==> config.mk <==
export PLATFORM = sky130hd
export DESIGN_NAME = lru_key_value_cache
export DESIGN_NICKNAME = d
export VERILOG_FILES = /design/src/hdl/lkvc_pkg.sv /design/src/hdl/lkvc_ctrl.sv /design/src/hdl/lkvc_datapath.sv /design/src/hdl/lru_key_value_cache.sv
export SDC_FILE = /design/constraint.sdc
export NUM_CORES = 2
export LEC_CHECK = 0
export BUFFER_PORTS_ARGS = -buffer_cell sky130_fd_sc_hd__buf_2
export CORE_UTILIZATION = 45
export DETAILED_ROUTE_END_ITERATION = 10
export GPL_ROUTABILITY_DRIVEN = 0
export GPL_TIMING_DRIVEN = 1
export SYNTH_ARGS = -nofsm -noshare
export SYNTH_HDL_FRONTEND = slang
export SYNTH_HIERARCHICAL = 1
export SYNTH_SLANG_ARGS = --single-unit
==> constraint.sdc <==
create_clock -name clk -period 23 [get_ports clk]
set_input_delay 4.6 -clock clk [delete_from_list [all_inputs] [get_ports clk]]
set_output_delay 4.6 -clock clk [all_outputs]
set_load 0.05 [all_outputs]
==> src/hdl/lkvc_pkg.sv <==
package lkvc_pkg;

	localparam int KEY_BITS   = 64;
	localparam int VALUE_BITS = 32;
	localparam int CAP_BITS   = 5;

	localparam logic [CAP_BITS-1:0] CAP_RESET = 5'd16;

	localparam logic OP_LOOKUP = 1'b0;
	localparam logic OP_INSERT = 1'b1;

	typedef enum logic [2:0] {
		ST_IDLE,
		ST_SEARCH,
		ST_DECIDE,
		ST_SWEEP,
		ST_EMIT
	} lkvc_state_t;

	typedef struct packed {
		logic load;    // capture the input item and start the search scan
		logic scan;    // issue entry reads and process returned entries
		logic sweep;   // scan is the rank update pass, not the search
		logic decide;  // pick the target slot, apply eviction
		logic emit;    // load the result register
	} lkvc_cmd_t;

	typedef struct packed {
		logic scan_done;
		logic lookup;
		logic out_free;
	} lkvc_status_t;

endpackage

==> src/hdl/lkvc_ctrl.sv <==
module lkvc_ctrl (
	input  logic                  clk,
	input  logic                  arst_n,
	input  logic                  in_valid,
	output logic                  in_stall,
	input  lkvc_pkg::lkvc_status_t stat,
	output lkvc_pkg::lkvc_cmd_t    cmd
);
	import lkvc_pkg::*;

	lkvc_state_t state_q, state_d;

	always_ff @(posedge clk or negedge arst_n) begin
		if (!arst_n) begin
			state_q <= ST_IDLE;
		end else begin
			state_q <= state_d;
		end
	end

	always_comb begin
		state_d = state_q;
		unique case (state_q)
			ST_IDLE: begin
				if (in_valid) state_d = ST_SEARCH;
			end
			ST_SEARCH: begin
				if (stat.scan_done) state_d = ST_DECIDE;
			end
			ST_DECIDE: begin
				state_d = stat.lookup ? ST_EMIT : ST_SWEEP;
			end
			ST_SWEEP: begin
				if (stat.scan_done) state_d = ST_EMIT;
			end
			ST_EMIT: begin
				if (stat.out_free) state_d = ST_IDLE;
			end
			default: state_d = ST_IDLE;
		endcase
	end

	always_comb begin
		cmd      = '0;
		in_stall = 1'b1;
		unique case (state_q)
			ST_IDLE: begin
				in_stall = 1'b0;
				cmd.load = in_valid;
			end
			ST_SEARCH: begin
				cmd.scan = 1'b1;
			end
			ST_DECIDE: begin
				cmd.decide = 1'b1;
			end
			ST_SWEEP: begin
				cmd.scan  = 1'b1;
				cmd.sweep = 1'b1;
			end
			ST_EMIT: begin
				cmd.emit = stat.out_free;
			end
			default: begin
				in_stall = 1'b1;
			end
		endcase
	end

endmodule

==> src/hdl/lkvc_datapath.sv <==
module lkvc_datapath #(
	parameter int ENTRIES   = 16,
	parameter int DATA_BITS = 32
) (
	input  logic                                clk,
	input  logic                                arst_n,
	input  lkvc_pkg::lkvc_cmd_t                 cmd,
	output lkvc_pkg::lkvc_status_t              stat,
	input  logic                                opcode,
	input  logic [lkvc_pkg::KEY_BITS-1:0]       key,
	input  logic [lkvc_pkg::VALUE_BITS-1:0]     value,
	input  logic                                cfg_valid,
	input  logic [lkvc_pkg::CAP_BITS-1:0]       cfg_data,
	input  logic                                out_stall,
	output logic                                out_valid,
	output logic                                hit,
	output logic [lkvc_pkg::VALUE_BITS-1:0]     data,
	output logic                                evicted,
	output logic [lkvc_pkg::KEY_BITS-1:0]       evicted_key
);
	import lkvc_pkg::*;

	localparam int IW = (ENTRIES > 1) ? $clog2(ENTRIES) : 1;
	localparam int UW = $clog2(ENTRIES + 1);
	localparam int CW = (UW > CAP_BITS) ? UW : CAP_BITS;
	localparam int VB = (DATA_BITS < VALUE_BITS) ? DATA_BITS : VALUE_BITS;
	localparam int MW = KEY_BITS + VB + IW;
	localparam logic [IW-1:0] LAST = IW'(ENTRIES - 1);

	// entry memory: {key, value, rank}
	logic [MW-1:0]       mem_q [ENTRIES];
	logic [MW-1:0]       rd_data_s1;
	logic [IW-1:0]       rd_idx_s1;
	logic                rd_vld_s1;

	logic [CAP_BITS-1:0] cap_q;
	logic [ENTRIES-1:0]  valid_q;
	logic [UW-1:0]       used_q;
	logic [IW-1:0]       cnt_q;
	logic                issue_q;

	logic                op_q;
	logic [KEY_BITS-1:0] key_q;
	logic [VB-1:0]       val_q;
	logic                found_q;
	logic [IW-1:0]       found_idx_q;
	logic [IW-1:0]       found_rank_q;
	logic [VB-1:0]       found_val_q;
	logic                lru_any_q;
	logic [IW-1:0]       lru_idx_q;
	logic [IW-1:0]       lru_rank_q;
	logic [KEY_BITS-1:0] lru_key_q;
	logic                free_any_q;
	logic [IW-1:0]       free_idx_q;
	logic [IW-1:0]       target_q;
	logic                evict_q;

	logic                  out_valid_q;
	logic                  hit_q;
	logic [VALUE_BITS-1:0] data_q;
	logic                  evicted_q;
	logic [KEY_BITS-1:0]   evicted_key_q;

	logic                re;
	logic                we;
	logic [MW-1:0]       wd;
	logic [KEY_BITS-1:0] rd_key;
	logic [VB-1:0]       rd_val;
	logic [IW-1:0]       rd_rank;
	logic                ent_valid;
	logic [CAP_BITS-1:0] cap_eff;
	logic                full;
	logic                miss_insert;
	logic [IW-1:0]       target_d;

	assign rd_key    = rd_data_s1[MW-1 -: KEY_BITS];
	assign rd_val    = rd_data_s1[IW +: VB];
	assign rd_rank   = rd_data_s1[IW-1:0];
	assign ent_valid = valid_q[rd_idx_s1];
	assign re        = cmd.scan && issue_q;

	assign cap_eff     = (cap_q == '0) ? CAP_BITS'(1) : cap_q;
	assign full        = (CW'(used_q) >= CW'(cap_eff)) || (used_q == UW'(ENTRIES));
	assign miss_insert = (op_q == OP_INSERT) && !found_q;
	assign target_d    = miss_insert ? (full ? lru_idx_q : free_idx_q) : found_idx_q;

	// rank update pass: target gets rank 0, the others that it passes move back one
	always_comb begin
		we = 1'b0;
		wd = {key_q, val_q, IW'(0)};
		if (cmd.sweep && rd_vld_s1) begin
			if (rd_idx_s1 == target_q) begin
				we = 1'b1;
			end else if (ent_valid && (!found_q || rd_rank < found_rank_q)) begin
				we = 1'b1;
				wd = {rd_key, rd_val, IW'(rd_rank + IW'(1))};
			end
		end
	end

	always_ff @(posedge clk) begin
		if (we) mem_q[rd_idx_s1] <= wd;
		if (re) rd_data_s1 <= mem_q[cnt_q];
		rd_idx_s1 <= cnt_q;
	end

	always_ff @(posedge clk or negedge arst_n) begin
		if (!arst_n) begin
			cap_q       <= CAP_RESET;
			valid_q     <= '0;
			used_q      <= '0;
			cnt_q       <= '0;
			issue_q     <= 1'b0;
			rd_vld_s1   <= 1'b0;
			out_valid_q <= 1'b0;
		end else begin
			if (cfg_valid) cap_q <= cfg_data;
			rd_vld_s1 <= re;
			if (cmd.decide && op_q == OP_INSERT) begin
				// an evicted slot is reused in place, so its valid bit stays set
				valid_q[target_d] <= 1'b1;
				if (miss_insert && !full) used_q <= used_q + UW'(1);
			end
			if (cmd.load || (cmd.decide && op_q == OP_INSERT)) begin
				cnt_q   <= '0;
				issue_q <= 1'b1;
			end else if (re) begin
				cnt_q <= cnt_q + IW'(1);
				if (cnt_q == LAST) issue_q <= 1'b0;
			end
			if (cmd.emit) begin
				out_valid_q <= 1'b1;
			end else if (!out_stall) begin
				out_valid_q <= 1'b0;
			end
		end
	end

	always_ff @(posedge clk) begin
		if (cmd.load) begin
			op_q       <= opcode;
			key_q      <= key;
			val_q      <= value[VB-1:0];
			found_q    <= 1'b0;
			lru_any_q  <= 1'b0;
			free_any_q <= 1'b0;
		end else if (cmd.scan && !cmd.sweep && rd_vld_s1) begin
			if (ent_valid && rd_key == key_q) begin
				found_q      <= 1'b1;
				found_idx_q  <= rd_idx_s1;
				found_rank_q <= rd_rank;
				found_val_q  <= rd_val;
			end
			if (ent_valid && (!lru_any_q || rd_rank > lru_rank_q)) begin
				lru_any_q  <= 1'b1;
				lru_idx_q  <= rd_idx_s1;
				lru_rank_q <= rd_rank;
				lru_key_q  <= rd_key;
			end
			if (!ent_valid && !free_any_q) begin
				free_any_q <= 1'b1;
				free_idx_q <= rd_idx_s1;
			end
		end
		if (cmd.load) begin
			evict_q <= 1'b0;
		end else if (cmd.decide) begin
			target_q <= target_d;
			evict_q  <= miss_insert && full;
		end
		if (cmd.emit) begin
			hit_q         <= found_q;
			data_q        <= (op_q == OP_LOOKUP && found_q) ? VALUE_BITS'(found_val_q) : '0;
			evicted_q     <= evict_q;
			evicted_key_q <= evict_q ? lru_key_q : '0;
		end
	end

	assign stat.scan_done = rd_vld_s1 && (rd_idx_s1 == LAST);
	assign stat.lookup    = (op_q == OP_LOOKUP);
	assign stat.out_free  = !out_valid_q || !out_stall;

	assign out_valid   = out_valid_q;
	assign hit         = hit_q;
	assign data        = data_q;
	assign evicted     = evicted_q;
	assign evicted_key = evicted_key_q;

endmodule

==> src/hdl/lru_key_value_cache.sv <==
// Fully associative key/value cache with least-recently-used replacement, ENTRIES
// entries of a 64-bit key and a value masked to DATA_BITS. One item is in work at a
// time. The entry memory is single-port; it is scanned one entry per cycle to search
// and, for an insert, once more to rewrite the recency ranks, which a lookup skips.
// The next item is taken while a finished result still waits in the output register.
// capacity_in_use is written on the cfg channel (always ready); the user must write it
// only while the block is idle, as the block itself does not enforce this.
module lru_key_value_cache #(
	parameter int ENTRIES   = 16,
	parameter int DATA_BITS = 32
) (
	input  logic        clk,
	input  logic        arst_n,
	input  logic        in_valid,
	output logic        in_stall,
	input  logic        opcode,
	input  logic [63:0] key,
	input  logic [31:0] value,
	output logic        out_valid,
	input  logic        out_stall,
	output logic        hit,
	output logic [31:0] data,
	output logic        evicted,
	output logic [63:0] evicted_key,
	input  logic        cfg_valid,
	output logic        cfg_ready,
	input  logic [4:0]  cfg_data
);
	import lkvc_pkg::*;

	lkvc_cmd_t    cmd;
	lkvc_status_t stat;

	assign cfg_ready = 1'b1;

	lkvc_ctrl u_ctrl (
		.clk      (clk),
		.arst_n   (arst_n),
		.in_valid (in_valid),
		.in_stall (in_stall),
		.stat     (stat),
		.cmd      (cmd)
	);

	lkvc_datapath #(
		.ENTRIES   (ENTRIES),
		.DATA_BITS (DATA_BITS)
	) u_datapath (
		.clk         (clk),
		.arst_n      (arst_n),
		.cmd         (cmd),
		.stat        (stat),
		.opcode      (opcode),
		.key         (key),
		.value       (value),
		.cfg_valid   (cfg_valid),
		.cfg_data    (cfg_data),
		.out_stall   (out_stall),
		.out_valid   (out_valid),
		.hit         (hit),
		.data        (data),
		.evicted     (evicted),
		.evicted_key (evicted_key)
	);

endmodule

==> summary.md <==
| Metric | Value |
|---|---|
| Status | `completed` |
| Share of the clock period used by the worst path | `a little under a third` |
| Area of all sequential standard cells | `roughly 62000 um^2` |
| TritonCTS clock tree | `done` |
| Area of the placeable core | `~170000 um^2` |
| Clk pin slew, worst setup/hold paths | `approximately 60 ps` |
| Total overflow reported by the global router | `0` |
| Actual slew at the worst max-slew pin | `between 1000 and 1500 ps` |
| Startpoint of the worst setup timing path | `in_valid` |
| Cell at the slowest stage of the critical path | `sky130_fd_sc_hd__buf_4` |
| Wire length of the first global-routing pass | `around 260000 um` |
| # IOs | `around 210` |
| Type of the worst min-delay path | `register to register` |
| Maximum single-stage delay on the critical path | `700 ps` |
| Switching power of the nets | `0.002811 W` |
| Dominant cell type by count on the critical path | `sky130_fd_sc_hd__buf_4` |
| Ratio of cells with drive above 1 in the final layout | `31.72%` |
| Count of distinct cell types in the synthesized netlist | `between 50 and 60` |
| Smallest setup slack after layout | `roughly 16000 ps` |
| Critical Path Sink | `u_datapath/lru_key_q[42]$_DFFE_PP_` |
| Total via count after detailed routing | `around 35000` |
| Number of global-route vias before repair | `35700` |
| Clock Skew | `just over 30 ps` |
| Sequential element share of the synthesized area | `78.92%` |
| Crit path max-delay family | `buffers and inverters` |
| Total power after layout | `0.01029 W` |
| Worst setup slack after placement | `approximately 15000 ps` |
| Number of gates given a new drive strength after cts | `0` |
| Share of total power in combinational logic | `between 20% and 30%` |
| Most used flip-flop cell after synthesis | `sky130_fd_sc_hd__edfxtp_1` |
| Clock tree buffer depth | `3` |
| Worst Setup End Kind | `register` |
| Effective utilization at floorplan | `45.38%` |
| Number of flops mapped to enable cells by yosys | `between 2000 and 2500` |
| Reg-to-reg critical path startpoint | `u_datapath/rd_data_s1[1]$_DFFE_PP_` |
| Max-capacitance violation count | `0` |
| Largest cells by area after synthesis | `sky130_fd_sc_hd__edfxtp_1 78%, sky130_fd_sc_hd__mux4_2 15%, sky130_fd_sc_hd__mux2_4 1.8%` |
| Pins Over Slew Limit | `0` |
| Sw Share | `between 20% and 30%` |
| Synthesized netlist cell count | `3237` |
| Routed wire length | `approximately 180000 um` |
| Critical-path maximum fanout | `roughly 100` |
| Footprint of the multi-input gates | `about 16000 um^2` |
| DRC Markers | `0` |
| GRT Overall Usage | `21.13%` |
| Number of cells on the critical path | `10` |
| Maximum resistive drop on vdd | `roughly 0.00013 V` |
| Number of buffers inserted to repair setup after CTS | `0` |
| Floorplan die width | `approximately 420 um` |
| Worst skew pair latency | `about 840 ps` |
| Number of warnings printed during yosys synthesis | `6` |
| First-pass DRT Iterations | `5` |
| Placed wire-length estimate | `about 88000 um` |
| Total of flip-flops plus latches after synthesis | `between 2000 and 2500` |
| Async set-or-reset flop fraction in the synthesized netlist | `1.748%` |
| Path type of the worst setup path | `input pin to register` |
| PwrDens | `~120 nW/um^2` |
| Minimum clock period after layout | `a little under 7000 ps` |
| Cell Rows | `~150` |
| Number of port buffers | `roughly 200` |
| Layout overhead on the synthesized area | `13.29%` |
| Final number of setup-violating endpoints | `0` |
| CTS H-tree depth | `4` |
| Max Freq | `143.9 MHz` |
| Number of vias per cell | `~5.8` |
| Clock share of power | `slightly above 30%` |
| Die area | `around 180000 um^2` |
| Leakage dissipation | `27.87 nW` |
| Post-synthesis cell area | `approximately 80000 um^2` |
| Element type at the critical path start | `input pin` |
| Fill cell instance count of the final layout | `about 13000` |
| Final hold violation count | `0` |
| Worst-case headroom to the max-slew limit | `between 20% and 30%` |
| Most common library cells after synthesis | `2015 x sky130_fd_sc_hd__edfxtp_1, 505 x sky130_fd_sc_hd__mux4_2, 96 x sky130_fd_sc_hd__mux2_4` |
| Bufs and invs on worst path | `5` |
| Endpoint of the worst-slack reg-to-reg timing path | `u_datapath/mem_q[4][2]$_DFFE_PP_` |
| Setup repair after global routing missed its margin | `no` |
| Fin util | `51.41%` |
| Iteration-0 DRC count of the detailed router | `approximately 3700` |
| Root Driver | `sky130_fd_sc_hd__clkbuf_16` |
| Maximum number of pins on one net before global-route repair | `between 100 and 150` |
| Synthesized Nets | `about 3400` |
| Initial antenna violation count | `6` |
| Post-route ant nets | `0` |
| Data required, critical path | `23450 ps` |
| P_int | `0.007478 W` |
| Aggregate negative setup slack | `0 ps` |
| Mean area per synthesized cell | `24.10 um^2` |
| Number of nets in the layout | `3684` |
| Slack of the worst reg-to-reg path | `roughly 18000 ps` |
| Portion of synthesized cell area occupied by the leading cell type | `77.55%` |
| Most common cell in the synthesized netlist | `sky130_fd_sc_hd__edfxtp_1` |
| Arrival @ worst endpoint | `roughly 7400 ps` |
| Yosys top cell by area | `sky130_fd_sc_hd__edfxtp_1` |
| Number of hold buffers added after cts | `0` |
| Share of power burned in registers | `47.0%` |
| Number of sinks handled by clock tree synthesis | `2059` |
| Num CTS Buffers | `203` |
| Series of cell instances along the critical path | `buf_2, nand2_1, nor3_2, buf_12, inv_1, nand4b_1, or2_2, a21oi_4, buf_4, buf_4` |
| Die Span Y | `418.4 um` |
| Detailed-route wire length per cell | `a little over 30 um` |
| Register-to-Register Path Depth | `8` |
-- logic make-up after synthesis --
group	Yosys count	synth area share [%]
buffers and inverters	190	1.161
adders and majority gates	16	0.2566
muxes	603	16.45
DFF	2059	78.92
xor gates and xnor gates	78	0.8756
other	1	0.004806
AOI/OAI and AO/OA	83	0.8051
and+or+nand+nor	207	1.528
-- routing by layer --
layer | GRT usage, % | wire, um | share of wire [%]
met5 | 0 | 25 | 0.014
met4 | 4.948 | 2742 | 1.5
met3 | 3.003 | 9853 | 5.4
met2 | 34.27 | 90950 | 50
met1 | 30.51 | 79190 | 43
-- registers in the layout, indices dropped and copies added, names as in the netlist, 3 cells and up --
| name | cells |
|---|---|
| u_datapath/mem_q | 1600 |
| u_datapath/rd_data_s1 | 100 |
| u_datapath/evicted_key | 64 |
| u_datapath/key_q | 64 |
| u_datapath/lru_key_q | 64 |
| u_datapath/data | 32 |
| u_datapath/found_val_q | 32 |
| u_datapath/val_q | 32 |
| u_datapath/valid_q | 16 |
| u_datapath/cap_q | 5 |
| u_datapath/used_q | 5 |
| u_datapath/cnt_q | 4 |
| u_datapath/found_idx_q | 4 |
| u_datapath/found_rank_q | 4 |
| u_datapath/free_idx_q | 4 |
| u_datapath/lru_idx_q | 4 |
| u_datapath/lru_rank_q | 4 |
| u_datapath/rd_idx_s1 | 4 |
| u_datapath/target_q | 4 |
| u_ctrl/state_q | 3 |
-- stage by stage --
step	hold slack [ps]	std cells	cell area [um^2]
floorplan	369.3	3237	78020
global placement	433.1	5666	82070
detailed placement	436.7	5666	82070
CTS	448.5	6033	88380
global route	461.1	6034	88390
finish	447.3	6034	88390
-- power by group through the flow --
stage	logic (W)	registers [W]	clock network [W]
2_1_floorplan	0.00171	0.00479	0
3_3_place_gp	0.00229	0.00491	0
3_5_place_dp	0.00230	0.00491	0
4_1_cts	0.00231	0.00484	0.00325
5_1_grt	0.00242	0.00486	0.00338
6_report	0.00227	0.00483	0.00319
-- worst min-delay path by stage --
stage                                            to                           startpoint  slack, ps  depth (start not counted)
6_report       u_datapath/found_val_q[28]$_DFFE_PP_  u_datapath/rd_data_s1[32]$_DFFE_PP_        450                          0
5_1_grt        u_datapath/found_val_q[27]$_DFFE_PP_  u_datapath/rd_data_s1[31]$_DFFE_PP_        460                          0
4_1_cts        u_datapath/found_val_q[29]$_DFFE_PP_  u_datapath/rd_data_s1[33]$_DFFE_PP_        450                          0
3_5_place_dp   u_datapath/found_val_q[29]$_DFFE_PP_  u_datapath/rd_data_s1[33]$_DFFE_PP_        440                          0
3_3_place_gp   u_datapath/found_val_q[29]$_DFFE_PP_  u_datapath/rd_data_s1[33]$_DFFE_PP_        430                          0
2_1_floorplan       u_datapath/rd_idx_s1[1]$_DFF_P_      u_datapath/cnt_q[1]$_DFFE_PN0P_        370                          0
-- cell usage in the layout, fill, tap and decap left out, types with 8 or more instances in the layout --
master / n
sky130_fd_sc_hd__nand2b_1: 11
sky130_fd_sc_hd__xnor2_1: 75
sky130_fd_sc_hd__buf_2: 206
sky130_fd_sc_hd__a211oi_4: 12
sky130_fd_sc_hd__and2_1: 71
sky130_fd_sc_hd__dfrtp_1: 31
sky130_fd_sc_hd__bufinv_16: 14
sky130_fd_sc_hd__mux4_2: 505
sky130_fd_sc_hd__clkbuf_16: 208
sky130_fd_sc_hd__inv_1: 37
sky130_fd_sc_hd__clkinv_1: 48
sky130_fd_sc_hd__clkinvlp_4: 9
sky130_fd_sc_hd__mux2_4: 96
sky130_fd_sc_hd__nor2_1: 11
sky130_fd_sc_hd__buf_4: 48
sky130_fd_sc_hd__nand4_1: 23
sky130_fd_sc_hd__o41ai_1: 13
sky130_fd_sc_hd__ha_1: 16
sky130_fd_sc_hd__o21ai_0: 14
sky130_fd_sc_hd__and3_1: 33
sky130_fd_sc_hd__nand3_1: 8
sky130_fd_sc_hd__a21oi_1: 9
sky130_fd_sc_hd__inv_6: 8
sky130_fd_sc_hd__nand2_1: 27
sky130_fd_sc_hd__edfxtp_1: 2015
sky130_fd_sc_hd__clkbuf_1: 45
sky130_fd_sc_hd__clkinv_2: 30
sky130_fd_sc_hd__buf_12: 15
-- cell type report --
cell class,instances,area share [%]
Clock inverter,114,1.063
Tap cell,2310,3.270
Timing Repair Buffer,269,1.914
Multi-Input combinational cell,988,17.82
Clock buffer,253,6.080
Inverter,40,0.1699
Sequential cell,2059,69.68
Antenna cell,1,0.002831
No activity file was read; power rests on OpenSTA's default activity.
